File: src/rtl/core/wavdm_pkg.sv
// Shared types, codes and constants for the WAV header parser with stereo downmix.
// Used by wavdm_core and the top level wav_header_parse_stereo_downmix.
package wavdm_pkg;

  localparam int unsigned HdrLen = 44;
  localparam logic [5:0] LastHdrOffset = 6'(HdrLen - 1);

  localparam logic [1:0] PH_HEADER = 2'd0;
  localparam logic [1:0] PH_DATA   = 2'd1;
  localparam logic [1:0] PH_SKIP   = 2'd2;

  localparam logic [1:0] KIND_SAMPLE = 2'd0;
  localparam logic [1:0] KIND_HEADER = 2'd1;
  localparam logic [1:0] KIND_ERROR  = 2'd2;

  localparam logic [2:0] ERR_RIFF      = 3'd0;
  localparam logic [2:0] ERR_WAVE      = 3'd1;
  localparam logic [2:0] ERR_FMT       = 3'd2;
  localparam logic [2:0] ERR_DATA      = 3'd3;
  localparam logic [2:0] ERR_TRUNCATED = 3'd4;

  typedef struct packed {
    logic [1:0]         kind;
    logic signed [15:0] sample;
    logic [15:0]        channels;
    logic [31:0]        sample_rate;
    logic [15:0]        sample_bits;
    logic [29:0]        sample_count;
    logic [2:0]         error_code;
  } res_t;

  // Expected characters of the four tags: RIFF, WAVE, "fmt " and data.
  function automatic logic [7:0] tag_char(input logic [1:0] slot, input logic [1:0] pos);
    logic [7:0] c;
    c = 8'h00;
    unique case ({slot, pos})
      4'h0: c = 8'h52;
      4'h1: c = 8'h49;
      4'h2: c = 8'h46;
      4'h3: c = 8'h46;
      4'h4: c = 8'h57;
      4'h5: c = 8'h41;
      4'h6: c = 8'h56;
      4'h7: c = 8'h45;
      4'h8: c = 8'h66;
      4'h9: c = 8'h6D;
      4'hA: c = 8'h74;
      4'hB: c = 8'h20;
      4'hC: c = 8'h64;
      4'hD: c = 8'h61;
      4'hE: c = 8'h74;
      4'hF: c = 8'h61;
      default: c = 8'h00;
    endcase
    return c;
  endfunction

endpackage

File: src/rtl/core/wavdm_core.sv
// Parser state and per-byte logic: header checks and captures, frame gathering and downmix.
// Depends on wavdm_pkg.
module wavdm_core
  import wavdm_pkg::*;
(
  input  logic       clk,
  input  logic       rst,
  input  logic       fire,
  input  logic [7:0] data_byte,
  input  logic       stream_end,
  output logic       res_valid,
  output res_t       res
);

  logic [5:0]  byte_offset, byte_offset_next;
  logic [1:0]  phase, phase_next;
  logic [15:0] channel_count_reg, channel_count_reg_next;
  logic [31:0] rate_reg, rate_reg_next;
  logic [15:0] bits_reg, bits_reg_next;
  logic [31:0] data_remaining, data_remaining_next;
  logic [23:0] frame_bytes, frame_bytes_next;
  logic [1:0]  frame_position, frame_position_next;

  logic               is_tag;
  logic [1:0]         slot;
  logic               bad;
  logic signed [16:0] sum;
  logic signed [16:0] sum_adj;

  always_comb begin
    is_tag = 1'b1;
    slot   = 2'd0;
    priority if (byte_offset <= 6'd3) begin
      slot = 2'd0;
    end else if (byte_offset >= 6'd8 && byte_offset <= 6'd11) begin
      slot = 2'd1;
    end else if (byte_offset >= 6'd12 && byte_offset <= 6'd15) begin
      slot = 2'd2;
    end else if (byte_offset >= 6'd36 && byte_offset <= 6'd39) begin
      slot = 2'd3;
    end else begin
      is_tag = 1'b0;
    end
    bad = is_tag && (tag_char(slot, byte_offset[1:0]) != data_byte);

    sum = {frame_bytes[15], frame_bytes[15:0]} + {data_byte[7], data_byte, frame_bytes[23:16]};
    // Adding one to a negative sum before the shift truncates toward zero.
    sum_adj = sum + {16'd0, sum[16]};
  end

  always_comb begin
    byte_offset_next       = byte_offset;
    phase_next             = phase;
    channel_count_reg_next = channel_count_reg;
    rate_reg_next          = rate_reg;
    bits_reg_next          = bits_reg;
    data_remaining_next    = data_remaining;
    frame_bytes_next       = frame_bytes;
    frame_position_next    = frame_position;
    res_valid              = 1'b0;
    res                    = '0;

    unique case (phase)
      PH_HEADER: begin
        unique case (byte_offset)
          6'd22: channel_count_reg_next[7:0]  = data_byte;
          6'd23: channel_count_reg_next[15:8] = data_byte;
          6'd24: rate_reg_next[7:0]           = data_byte;
          6'd25: rate_reg_next[15:8]          = data_byte;
          6'd26: rate_reg_next[23:16]         = data_byte;
          6'd27: rate_reg_next[31:24]         = data_byte;
          6'd34: bits_reg_next[7:0]           = data_byte;
          6'd35: bits_reg_next[15:8]          = data_byte;
          6'd40: data_remaining_next[7:0]     = data_byte;
          6'd41: data_remaining_next[15:8]    = data_byte;
          6'd42: data_remaining_next[23:16]   = data_byte;
          6'd43: data_remaining_next[31:24]   = data_byte;
          default: begin
          end
        endcase
        priority if (bad) begin
          res_valid      = 1'b1;
          res.kind       = KIND_ERROR;
          res.error_code = {1'b0, slot};
          phase_next     = PH_SKIP;
        end else if (byte_offset == LastHdrOffset) begin
          res_valid           = 1'b1;
          res.kind            = KIND_HEADER;
          res.channels        = channel_count_reg;
          res.sample_rate     = rate_reg;
          res.sample_bits     = bits_reg;
          res.sample_count    = {data_byte, data_remaining[23:2]};
          phase_next          = PH_DATA;
          frame_bytes_next    = '0;
          frame_position_next = '0;
        end else if (stream_end) begin
          res_valid      = 1'b1;
          res.kind       = KIND_ERROR;
          res.error_code = ERR_TRUNCATED;
        end else begin
          byte_offset_next = byte_offset + 6'd1;
        end
      end
      PH_DATA: begin
        if (data_remaining != 32'd0) begin
          data_remaining_next = data_remaining - 32'd1;
          if (frame_position != 2'd3) begin
            unique case (frame_position)
              2'd0:    frame_bytes_next[7:0]   = data_byte;
              2'd1:    frame_bytes_next[15:8]  = data_byte;
              default: frame_bytes_next[23:16] = data_byte;
            endcase
            frame_position_next = frame_position + 2'd1;
          end else begin
            res_valid           = 1'b1;
            res.kind            = KIND_SAMPLE;
            res.sample          = sum_adj[16:1];
            frame_bytes_next    = '0;
            frame_position_next = '0;
          end
        end
      end
      default: begin
      end
    endcase
  end

  always_ff @(posedge clk) begin
    if (rst || (fire && stream_end)) begin
      byte_offset       <= '0;
      phase             <= PH_HEADER;
      channel_count_reg <= '0;
      rate_reg          <= '0;
      bits_reg          <= '0;
      data_remaining    <= '0;
      frame_bytes       <= '0;
      frame_position    <= '0;
    end else if (fire) begin
      byte_offset       <= byte_offset_next;
      phase             <= phase_next;
      channel_count_reg <= channel_count_reg_next;
      rate_reg          <= rate_reg_next;
      bits_reg          <= bits_reg_next;
      data_remaining    <= data_remaining_next;
      frame_bytes       <= frame_bytes_next;
      frame_position    <= frame_position_next;
    end
  end

endmodule

File: src/rtl/core/wav_header_parse_stereo_downmix.sv
// Top level of the WAV header parser with stereo-to-mono downmix.
// Depends on wavdm_pkg and wavdm_core.
//
// The block takes one byte of a WAV file per request and sustains one byte per
// cycle while results are accepted. A taken byte is held in the input register, the single pass of
// the parser logic runs on it, and its result is registered into the result
// register and presented from there; a result held back by out_ready
// stalls the parser, and input stops once the input register is full as well.
// Each byte gives at most one result: a header result on byte 43, an error on
// a tag mismatch or an early end, or a mono sample on the last byte of each
// 4-byte stereo frame. The byte marked stream_end returns the parser to its
// reset state.
module wav_header_parse_stereo_downmix
  import wavdm_pkg::*;
(
  input  logic               clk,
  input  logic               rst,
  input  logic               in_valid,
  output logic               in_ready,
  input  logic [7:0]         data_byte,
  input  logic               stream_end,
  output logic               out_valid,
  input  logic               out_ready,
  output logic [1:0]         kind,
  output logic signed [15:0] sample,
  output logic [15:0]        channels,
  output logic [31:0]        sample_rate,
  output logic [15:0]        sample_bits,
  output logic [29:0]        sample_count,
  output logic [2:0]         error_code
);

  logic       in_held;
  logic [7:0] byte_reg;
  logic       end_reg;
  logic       advance;
  logic       fire;
  logic       res_valid;
  res_t       res;
  res_t       out_reg;

  assign advance  = !out_valid || out_ready;
  assign in_ready = !in_held || advance;
  assign fire     = in_held && advance;

  always_ff @(posedge clk) begin
    if (rst) begin
      in_held <= 1'b0;
    end else if (in_ready) begin
      in_held <= in_valid;
    end
  end

  always_ff @(posedge clk) begin
    if (in_valid && in_ready) begin
      byte_reg <= data_byte;
      end_reg  <= stream_end;
    end
  end

  wavdm_core u_core (
    .clk        (clk),
    .rst        (rst),
    .fire       (fire),
    .data_byte  (byte_reg),
    .stream_end (end_reg),
    .res_valid  (res_valid),
    .res        (res)
  );

  always_ff @(posedge clk) begin
    if (rst) begin
      out_valid <= 1'b0;
    end else if (advance) begin
      out_valid <= fire && res_valid;
    end
  end

  always_ff @(posedge clk) begin
    if (advance) begin
      out_reg <= res;
    end
  end

  assign kind         = out_reg.kind;
  assign sample       = out_reg.sample;
  assign channels     = out_reg.channels;
  assign sample_rate  = out_reg.sample_rate;
  assign sample_bits  = out_reg.sample_bits;
  assign sample_count = out_reg.sample_count;
  assign error_code   = out_reg.error_code;

endmodule

File: config.mk
export PLATFORM = sky130hd
export DESIGN_NAME = wav_header_parse_stereo_downmix
export DESIGN_NICKNAME = d
export VERILOG_FILES = /design/src/rtl/core/wavdm_pkg.sv /design/src/rtl/core/wavdm_core.sv /design/src/rtl/core/wav_header_parse_stereo_downmix.sv
export SDC_FILE = /design/constraint.sdc
export NUM_CORES = 1
export LEC_CHECK = 0
export ABC_AREA = 1
export BUFFER_PORTS_ARGS = -buffer_cell sky130_fd_sc_hd__clkbuf_2
export CAP_MARGIN = 20
export CORE_MARGIN = 3
export CORE_UTILIZATION = 59
export DETAILED_ROUTE_END_ITERATION = 16
export PLACE_DENSITY_LB_ADDON = 0.08
export SYNTH_ARGS = -nofsm -noshare
export SYNTH_HDL_FRONTEND = slang
export SYNTH_SLANG_ARGS = --single-unit
File: constraint.sdc
create_clock -name clk -period 6.07 [get_ports clk]
set_input_delay 0 -clock clk [delete_from_list [all_inputs] [get_ports clk]]
set_output_delay 0 -clock clk [all_outputs]
set_load 0.03 [all_outputs]
==> results.yml <==
die:
  io_pins: 130
  fp.coreArea_um2: 19500
  start_util: 0.603
  fp-row-count: 51
  die_w_um: 147
  die_h_um: 147
  dieArea_um2: 21700
setup_path:
  crit_required_ps: 6340
  cpMaxStageDelayCell: "edfxtp_1"
  crit_buf_inv: 3
  crit_path_start: "byte_reg[1]$_DFFE_PP_"
  cp_max_fo: 10
  critPathArrivalTime_ps: 3550
  worstSetupEndpointType: "flip-flop"
  path_cells: "ha_1 > a21oi_1 > o21ai_0 > a21oi_1 > nand2_1 > nand2_1 > nand3_1 > inv_1 > ha_1 > nand3_1 > inv_1 > nand2_1 > inv_1 > nand3_1 > o21ai_0 > a21oi_1"
  worstSetupPathType: "reg2reg"
  rr_startpoint: "byte_reg[1]$_DFFE_PP_"
  cp_top_family: "compound AO/OA/AOI/OAI gates"
  cpPeakStageDelay_ps: 610
  cp-start-kind: "flip-flop"
sta:
  period_minus_slack_ps: 3280
  finalSetupViolCount: 0
  min_period_over_period: 0.541
  relSlewSlack: 0.337
  hold_violations: 0
  tns_ps: 0
  worst_slew_pin_slew_ps: 995
  final.setup_skew_ps: 26.6
  fmax_mhz: 305
  rsz0062_at_grt: "false"
  slew_viol_final: 0
clock_network:
  cts_root_buf: "clkbuf_16"
  clk_path_buf_depth: 3
  post_cts_buffers: 0
  path_clk_slew_ps: 60
  clk-insertion-delay-late_ps: 540
  cts_tree: "yes"
  h-tree-depth: 1
  numClockSinks: 256
  cts_buffers: 26
outcome:
  status: "finished clean"
global_routing:
  grt_pass1_wl_um: 45000
  track_usage: 0.253
  first_global_vias: 8971
  antenna_found_initial: 0
  overflow: 0
  grt_max_degree: 95
synthesis:
  synthCells: 1358
  ys_warn_count: 0
  synth_cell_type_count: 47
  syn-num-nets: 1400
  yosys.area.top_type_share: 0.316
  ys_seq_area_frac: 0.540
  synth-seq-cells: 256
  synth_area_leader_cell: "edfxtp_1"
  syn_area_per_cell_um2: 8.68
  synthTopCellsByArea: "edfxtp_1 (32%), dfxtp_1 (22%), nor2_1 (6.4%)"
  synth_area_um2: 11800
run:
  maxCapViolations: 0
power_and_ir_drop:
  ir_worst_vdd_uv: 229
  total_leakage_power_nw: 5.79
  total_power_mw: 3.82
  power_density_nw_per_um2: 280
cells_and_area:
  final_cell_mix: "nor2_1 (201), inv_1 (174), nand2_1 (163)"
  final_common_cell: "nor2_1"
  nets: 1529
  drive_above_1_share: 0.143
  fillers: 1599
  diodes: 0
  area_delta_synth_final_pct: 15.5
  final_util: 0.697
placement:
  port_buffers: 129
  place.gp.congestion: 0.951
  post-dp-hpwl_um: 18700
route:
  antenna_left: 0
  wl_per_cell_um: 15.5
  vias: 9468
  drc: 0
  detail_route.iter0.violations: 713
  drt_pass1_iterations: 7
  wl_um: 27400
  viasPerCell: 5.34
min_path:
  min_from: "data_byte[7]"
  hp-class: "in2reg"
## cells in the mapped netlist, drive strengths merged
cell type	instances
dfxtp	132
edfxtp	124
o21a	2
nor2	214
clkinv	3
a21oi	134
nand4	17
ha	28
clkbuf	35
o21ai	144
nand3b	4
a21boi	1
xor2	30
nor4b	1
a211oi	11
o31ai	2
nor3	15
or2	3
xnor2	7
nor4	2
and2	1
nand3	59
inv	183
a31oi	22
fa	1
o211ai	1
buf	13
nand2	169
## stage by stage
stage	setup slack (ps)	instances	instance area [µm²]	hold WS, ps
floorplan	1300	1358	11800	69.1
global placement	2890	1710	12600	182
detailed placement	2850	1710	12600	180
CTS	2840	1771	13600	182
global route	2410	1772	13600	196
finish	2790	1772	13600	181
## path summary, 6_finish.rpt
check | slack, ps | endpoint | cells past startpoint
setup reg to reg | 2790 | sample[9]$_SDFFCE_PP0P_ | 16
hold reg to reg | 460 | u_core.rate_reg[2]$_SDFFE_PP0P_ | 2
hold / removal | 180 | byte_reg[7]$_DFFE_PP_ | 2
setup / recovery | 2790 | sample[9]$_SDFFCE_PP0P_ | 16
## worst register-to-register path, stage by stage, from the launching register on
cell and delay [ps]:
edfxtp_1 610, ha_1 450, a21oi_1 230, o21ai_0 110, a21oi_1 190, nand2_1 70
nand2_1 90, nand3_1 170, inv_1 150, ha_1 200, nand3_1 120, inv_1 110
nand2_1 80, inv_1 100, nand3_1 90, o21ai_0 180, a21oi_1 70
## power by group
group	leakage, nW	total (mW)	internal (mW)	switching [mW]
combinational	2.85	0.353	0.106	0.248
sequential	2.53	1.88	1.85	0.0303
clock	0.418	1.59	0.939	0.649
total	5.79	3.82	2.89	0.927
## timing repair
item / 4_1_cts / 5_1_grt
endpoints found under the hold margin: 13 / 0
hold buffers: 13 / 0
gates resized for setup: 0 / 0
## per-layer routing
layer	track usage	share of wire
met1	0.340	0.44
met2	0.430	0.48
met3	0.0364	0.051
met4	0.0750	0.030
met5	0	0
## logic make-up after synthesis
kind of cell	after synthesis	synth area share
DFF	256	0.540
buffers and inverters	234	0.0761
xor gates and xnor gates	37	0.0275
AOI/OAI and AO/OA	317	0.144
and+or+nand+nor	485	0.180
adders and majority gates	29	0.0314
## area by class of cell
class,instances,area [µm²],area share
Sequential cell,256,6370,0.468
Tap cell,265,332,0.0244
Timing Repair Buffer,149,828,0.0609
Clock inverter,10,111,0.00818
Inverter,186,702,0.0516
Clock buffer,38,747,0.0549
Multi-Input combinational cell,868,4530,0.332
(Power assumes the default switching activity.)
